--- src/hw/rtl/euv_band_intensity_scaler_defines.svh ---
// Assertion macros for the intensity scaler.
`ifndef EUV_BAND_INTENSITY_SCALER_DEFINES_SVH
`define EUV_BAND_INTENSITY_SCALER_DEFINES_SVH

// Same-cycle implication, disabled in reset.
`define EBIS_ASSERT_IMPL(label, clk, rst, ante, cons) \
   label: assert property (@(posedge clk) disable iff (rst) (ante) |-> (cons)) \
      else $error("ebis: implication check failed");

// Next-cycle implication, disabled in reset.
`define EBIS_ASSERT_NEXT(label, clk, rst, ante, cons) \
   label: assert property (@(posedge clk) disable iff (rst) (ante) |=> (cons)) \
      else $error("ebis: next-cycle check failed");

`endif

--- src/hw/rtl/ebis_pkg.sv ---
package ebis_pkg;

   localparam int PIXEL_BITS_DEF = 16;
   localparam int OUT_FRAC_DEF   = 8;

   localparam int GAIN_W    = 19;
   localparam int INV_W     = 20;
   localparam int GEFF_W    = 23;
   localparam int X_W       = 31;
   localparam int MANT_W    = 31;
   localparam int LOG_FRAC  = 24;
   localparam int IPART_W   = 4;
   localparam int LOG10_W   = 31;
   localparam int OUT_W     = 23;
   localparam int CSR_IDX_W = 1;
   localparam int CSR_DAT_W = 20;

   localparam logic [LOG10_W-1:0] LOG10_2_Q32 = 31'd1292913986;
   localparam logic [OUT_W-1:0]   OUT_MAX     = 23'h7FFFFF;

   localparam logic [CSR_IDX_W-1:0] CSR_BAND_SELECT  = 1'b0;
   localparam logic [CSR_IDX_W-1:0] CSR_INV_EXPOSURE = 1'b1;

   typedef enum logic [3:0] {
      BAND_94   = 4'd0,
      BAND_131  = 4'd1,
      BAND_171  = 4'd2,
      BAND_193  = 4'd3,
      BAND_211  = 4'd4,
      BAND_304  = 4'd5,
      BAND_335  = 4'd6,
      BAND_1600 = 4'd7,
      BAND_1700 = 4'd8,
      BAND_4500 = 4'd9
   } band_type;

   typedef enum logic [1:0] {
      XF_ID   = 2'd0,
      XF_SQRT = 2'd1,
      XF_LOG  = 2'd2
   } xf_type;

   localparam band_type          BAND_RESET = BAND_171;
   localparam logic [INV_W-1:0]  INV_RESET  = 20'd65536;

   // log path word: Q1.30 mantissa, fraction bits so far, integer part
   typedef struct packed {
      logic [MANT_W-1:0]   mant;
      logic [LOG_FRAC-1:0] frac;
      logic [IPART_W-1:0]  ipart;
   } lg_type;

   function automatic logic band_known(input band_type b);
      logic ok;
      ok = 1'b0;
      unique case (b)
         BAND_94, BAND_131, BAND_171, BAND_193, BAND_211,
         BAND_304, BAND_335, BAND_1600, BAND_1700, BAND_4500: ok = 1'b1;
         default: ok = 1'b0;
      endcase
      return ok;
   endfunction

   // Q.16 band gains
   function automatic logic [GAIN_W-1:0] band_gain(input band_type b);
      logic [GAIN_W-1:0] g;
      g = '0;
      unique case (b)
         BAND_94:   g = 19'd327551;
         BAND_131:  g = 19'd458546;
         BAND_171:  g = 19'd327551;
         BAND_193:  g = 19'd196575;
         BAND_211:  g = 19'd327550;
         BAND_304:  g = 19'd327641;
         BAND_335:  g = 19'd458578;
         BAND_1600: g = 19'd196550;
         BAND_1700: g = 19'd65553;
         BAND_4500: g = 19'd65553;
         default:   g = '0;
      endcase
      return g;
   endfunction

   function automatic logic [X_W-1:0] band_lo(input band_type b);
      logic [X_W-1:0] v;
      v = '0;
      unique case (b)
         BAND_94:  v = 31'd92740;
         BAND_131: v = 31'd307887;
         BAND_171: v = 31'd439839;
         BAND_193: v = 31'd3574691;
         BAND_211: v = 31'd1787345;
         BAND_304: v = 31'd270586;
         BAND_335: v = 31'd77231;
         default:  v = '0;
      endcase
      return v;
   endfunction

   function automatic logic [X_W-1:0] band_hi(input band_type b);
      logic [X_W-1:0] v;
      v = '0;
      unique case (b)
         BAND_94:   v = 31'd3091321;
         BAND_131:  v = 31'd52780671;
         BAND_171:  v = 31'd263903356;
         BAND_193:  v = 31'd178734545;
         BAND_211:  v = 31'd774516364;
         BAND_304:  v = 31'd10823452;
         BAND_335:  v = 31'd22065993;
         BAND_1600: v = 31'd13107200;
         BAND_1700: v = 31'd163840000;
         BAND_4500: v = 31'd1703936000;
         default:   v = '0;
      endcase
      return v;
   endfunction

   function automatic xf_type band_xf(input band_type b);
      xf_type xf;
      xf = XF_ID;
      unique case (b)
         BAND_94, BAND_171:                                    xf = XF_SQRT;
         BAND_131, BAND_193, BAND_211, BAND_304, BAND_335:     xf = XF_LOG;
         default:                                              xf = XF_ID;
      endcase
      return xf;
   endfunction

   function automatic logic [OUT_W-1:0] sat_out(input logic [63:0] v);
      return (v > 64'(OUT_MAX)) ? OUT_MAX : v[OUT_W-1:0];
   endfunction

endpackage

--- src/hw/rtl/ebis_iter_stage.sv ---
module ebis_iter_stage #(
   parameter int OUT_FRAC_BITS = ebis_pkg::OUT_FRAC_DEF,
   parameter int STEP          = 0
) (
   input  logic                                  clock,
   input  logic                                  load,
   input  logic [2*(16+OUT_FRAC_BITS)-1:0]       rem_i,
   input  logic [2*(16+OUT_FRAC_BITS)-1:0]       root_i,
   input  ebis_pkg::lg_type                      lg_i,
   input  logic [ebis_pkg::X_W-1:0]              x_i,
   output logic [2*(16+OUT_FRAC_BITS)-1:0]       rem_o,
   output logic [2*(16+OUT_FRAC_BITS)-1:0]       root_o,
   output ebis_pkg::lg_type                      lg_o,
   output logic [ebis_pkg::X_W-1:0]              x_o
);
   import ebis_pkg::*;

   localparam int V_W      = 2*(16+OUT_FRAC_BITS);
   localparam int SQ_STEPS = V_W/2;
   localparam int SQ_POS   = (STEP < SQ_STEPS) ? V_W-2-2*STEP : 0;
   localparam logic [V_W-1:0] SQ_BIT = {{(V_W-1){1'b0}}, 1'b1} << SQ_POS;

   logic [V_W-1:0]      rem_ff, rem_in, root_ff, root_in, trial;
   lg_type              lg_ff, lg_in;
   logic [X_W-1:0]      x_ff;
   logic [2*MANT_W-1:0] sq;
   logic [MANT_W:0]     sq_top;

   // one restoring square-root step
   always_comb begin
      trial   = root_i + SQ_BIT;
      rem_in  = rem_i;
      root_in = root_i;
      if (STEP < SQ_STEPS) begin
         if (rem_i >= trial) begin
            rem_in  = rem_i - trial;
            root_in = (root_i >> 1) + SQ_BIT;
         end else begin
            root_in = root_i >> 1;
         end
      end
   end

   // one squaring of the log mantissa yields one fraction bit
   always_comb begin
      sq     = (2*MANT_W)'(lg_i.mant) * (2*MANT_W)'(lg_i.mant);
      sq_top = sq[2*MANT_W-1:MANT_W-1];
      lg_in  = lg_i;
      if (STEP < LOG_FRAC) begin
         if (sq_top[MANT_W]) begin
            lg_in.mant = sq_top[MANT_W:1];
            lg_in.frac = {lg_i.frac[LOG_FRAC-2:0], 1'b1};
         end else begin
            lg_in.mant = sq_top[MANT_W-1:0];
            lg_in.frac = {lg_i.frac[LOG_FRAC-2:0], 1'b0};
         end
      end
   end

   always_ff @(posedge clock) begin
      if (load) begin
         rem_ff  <= rem_in;
         root_ff <= root_in;
         lg_ff   <= lg_in;
         x_ff    <= x_i;
      end
   end

   assign rem_o  = rem_ff;
   assign root_o = root_ff;
   assign lg_o   = lg_ff;
   assign x_o    = x_ff;

endmodule

--- config.mk ---
export PLATFORM = sky130hd
export DESIGN_NAME = ebis_iter_stage
export DESIGN_NICKNAME = d
export VERILOG_FILES = /design/src/hw/rtl/euv_band_intensity_scaler_defines.svh /design/src/hw/rtl/ebis_pkg.sv /design/src/hw/rtl/ebis_iter_stage.sv
export SDC_FILE = /design/constraint.sdc
export NUM_CORES = 2
export LEC_CHECK = 0
export BUFFER_PORTS_ARGS = -buffer_cell sky130_fd_sc_hd__buf_2
export CORE_UTILIZATION = 45
export DETAILED_ROUTE_END_ITERATION = 8
export HOLD_SLACK_MARGIN = 0.12
export PLACE_DENSITY = 0.66
export SYNTH_ARGS = -nofsm -noshare
export SYNTH_HDL_FRONTEND = slang
export SYNTH_SLANG_ARGS = --single-unit
--- constraint.sdc ---
create_clock -name clock -period 11.3 [get_ports clock]
set_clock_uncertainty 0.15 [all_clocks]
set_input_delay 1.13 -clock clock [delete_from_list [all_inputs] [get_ports clock]]
set_output_delay 1.13 -clock clock [all_outputs]
set_load 0.02 [all_outputs]
==> key figures <==
Outcome
  – Status: completed

Yosys
  – Post-synth EDFFs: 186
  – Synthesized cell area: about 36000 um^2
  – Post-synth ARST share: 0%
  – Yosys reg bits: 186
  – Largest family of logic cells by synthesized area: adder cells
  – Seq/Total Area, Yosys: about 15%
  – Yosys top cell by area: fa_1
  – Syn Nets: 4890
  – Adder-cell share of the synthesized area: a little over half
  – Post-synthesis simple-gate area fraction: 10.3%
  – Synth unique cells: 76
  – Post-Syn Instances: 3637
  – Synth warn: 0
  – Multiplexer area fraction after synthesis: ~1.3%
  – Synth Area in XOR/XNOR: roughly 2.5%
  – Synth Area in Compound Gates: under 10%
  – Leading register cell type out of synthesis: edfxtp_1
  – Syn Area/Cell: 9.94 um^2
  – Share of the synthesized area in the top cell type: 41.4%
  – Top cells by area, synth: fa_1, edfxtp_1, ha_1

Clock network
  – Htree depth: 4
  – Hold-fix buffers, CTS: 0
  – Total clock sinks: 186
  – Clock Tree Buf Depth: 2
  – CTS tree: yes
  – Clock slew at reported path FFs: around 0.09 ns
  – Clock root buffer: clkbuf_16
  – Post-CTS setup buffer count: 0
  – Total CTS buffers: 17
  – PostCTS Resize Cnt: 0

Layout
  – Nets@finish: 5177
  – Area of the multi-input gates: 26400 um^2
  – Area delta synth->final: 9.61%
  – Fillers: 7302
  – Layout cells sized above 1: approximately 12%
  – Layout Utilization: 50.0%
  – Commonest non-fill, non-tap cell in the layout: inv_1
  – Register Area: 5590 um^2
  – Most frequent cells in the layout: inv_1, fa_1, buf_2

Global routing
  – Global route overflow: 0
  – First-pass GRT wire length: 148000 um
  – Initial antenna violation count: 5
  – GRT Util Overall: 23.5%
  – Largest net degree at the start of global routing: between 100 and 150
  – Vias in the first global route: 26900

Drt
  – DRT Wirelength: 93700 um
  – Final ANT Viol Nets: 0
  – Final routed DRC violation total: 0
  – Top Layer Used: met5
  – Vias per cell: ~5.1
  – Post-Route M1 WL: 39600 um
  – Met2 Wirelength: 45100 um
  – DR iter-0 viols: 1480
  – Vias: 25400
  – Metal3 WL: 6820 um
  – TritonRoute pass-1 iters: 5
  – Routed len/inst: between 15 and 20 um

STA
  – Slew Limit Fails: 0
  – RSZ-0062 raised after global routing: false
  – TNS Setup: 0 ns
  – Min Tclk post-route: 9.77 ns
  – Relative slew slack: 28.7%
  – Fin crit share: 86.5%
  – Final Hold Viols: 0
  – Slew @ Worst Pin: 1.07 ns
  – FMAX: approximately 0.1 GHz
  – # setup viols final: 0

Die
  – Initial Util: 45.6%
  – Height of the chip: 285 um
  – Row Count: 103
  – I/O pin total: 374
  – Core area: 79300 um^2
  – DIE AREA: 81500 um^2
  – Die Wd: 285 um

Placement
  – Port Buf Inserts: 372
  – Post-DP HPWL: approximately 77000 um
  – Gpl congestion: 0.893

Worst setup path
  – Arr. time, crit path: a little under 10 ns
  – Startpoint type of the worst setup path: primary input
  – Crit Path Max Fanout: 28
  – WP data required: 11.35 ns
  – Crit end category: flop
  – WS Path Type: primary input to flop

Worst hold path
  – Hold Crit Class: primary input to flop

Run
  – Maxcap violations: 0
## worst max-delay path, stage by stage
cell and delay (ns):
buf_2 0.66, inv_1 0.45, nor2_1 0.26, fa_1 0.48, fa_1 0.52, inv_1 0.05, fa_1 0.46, fa_1 0.51
inv_1 0.06, fa_1 0.55, fa_1 0.43, fa_1 0.51, fa_1 0.44, ha_1 0.37, a21oi_1 0.33, nor3b_1 0.26
o211ai_1 0.20, a31oi_1 0.27, nand3_4 0.19, a31oi_4 0.30, o41ai_4 0.12, xnor2_4 0.61, buf_12 0.25, mux2_2 0.34
## cell usage after synthesis (all sizes together) (3+ instances only)
| library cell | number |
|---|---|
| o31ai | 8 |
| nor2b | 21 |
| mux2i | 10 |
| nand3 | 22 |
| xnor2 | 60 |
| nand3b | 3 |
| a31oi | 16 |
| or2 | 5 |
| nor4 | 4 |
| ha | 317 |
| o22ai | 5 |
| a211oi | 10 |
| fa | 748 |
| o21bai | 12 |
| mux2 | 25 |
| o211ai | 6 |
| buf | 17 |
| clkbuf | 107 |
| o21ai | 114 |
| a21boi | 3 |
| o211a | 4 |
| a21o | 47 |
| a311oi | 5 |
| o41ai | 3 |
| nor2 | 87 |
| edfxtp | 186 |
| xor2 | 42 |
| and2 | 192 |
| and3 | 14 |
| nand2 | 370 |
| nand2b | 11 |
| nor3 | 14 |
| o21a | 11 |
| a31o | 6 |
| inv | 967 |
| nand4 | 25 |
| a21oi | 115 |
## cell type report
type	instances	area share, %
Multi-Input combinational cell	2359	66.7
Clock inverter	14	0.448
Antenna cell	4	0.0253
Tap cell	1050	3.32
Timing Repair Buffer	392	5.13
Inverter	968	9.17
Clock buffer	18	1.08
Sequential cell	186	14.1
## worst paths after layout
check                    start  endpoint  slack [ns]  cells after the start
worst max-delay path  lg_i[42]  lg_o[28]        1.53                     24
worst min-delay path    x_i[8]    x_o[8]        0.69                      1
## kinds of logic (layout without fill, tap and decap cells)
kind of cell,after synthesis,after routing
other,0,4
and+or+nand+nor,776,776
xor gates and xnor gates,102,102
AOI/OAI and AO/OA,381,381
adders and majority gates,1065,1065
DFF,186,186
buffers and inverters,1092,1392
muxes,35,35
## through the flow
| stage | std cells | cell area (um^2) | setup WS (ns) | hold WS (ns) |
|---|---|---|---|---|
| 2_1_floorplan | 3637 | 36100 | 2.59 | 1.08 |
| 3_3_place_gp | 4955 | 39000 | 1.22 | 1.16 |
| 3_5_place_dp | 4955 | 39000 | 1.12 | 1.16 |
| 4_1_cts | 4987 | 39600 | 1.60 | 0.672 |
| 5_1_grt | 4989 | 39600 | 1.17 | 0.674 |
| 6_report | 4991 | 39600 | 1.53 | 0.692 |
## flip-flops by register name (all words and copies together) (netlist names)
signal	flops
lg_o	59
rem_o	48
root_o	48
x_o	31
## metal layers
metal  GRT usage, %  vias to the layer above
met3           4.25                      108
li1               -                    11600
met1           31.8                    12800
met2           39.4                      934
met4           5.53                        4
met5              0                        -
Power is left out: the tool's default activity adds up to more than one toggle a clock period on the data nets, which glitch-free logic cannot reach.
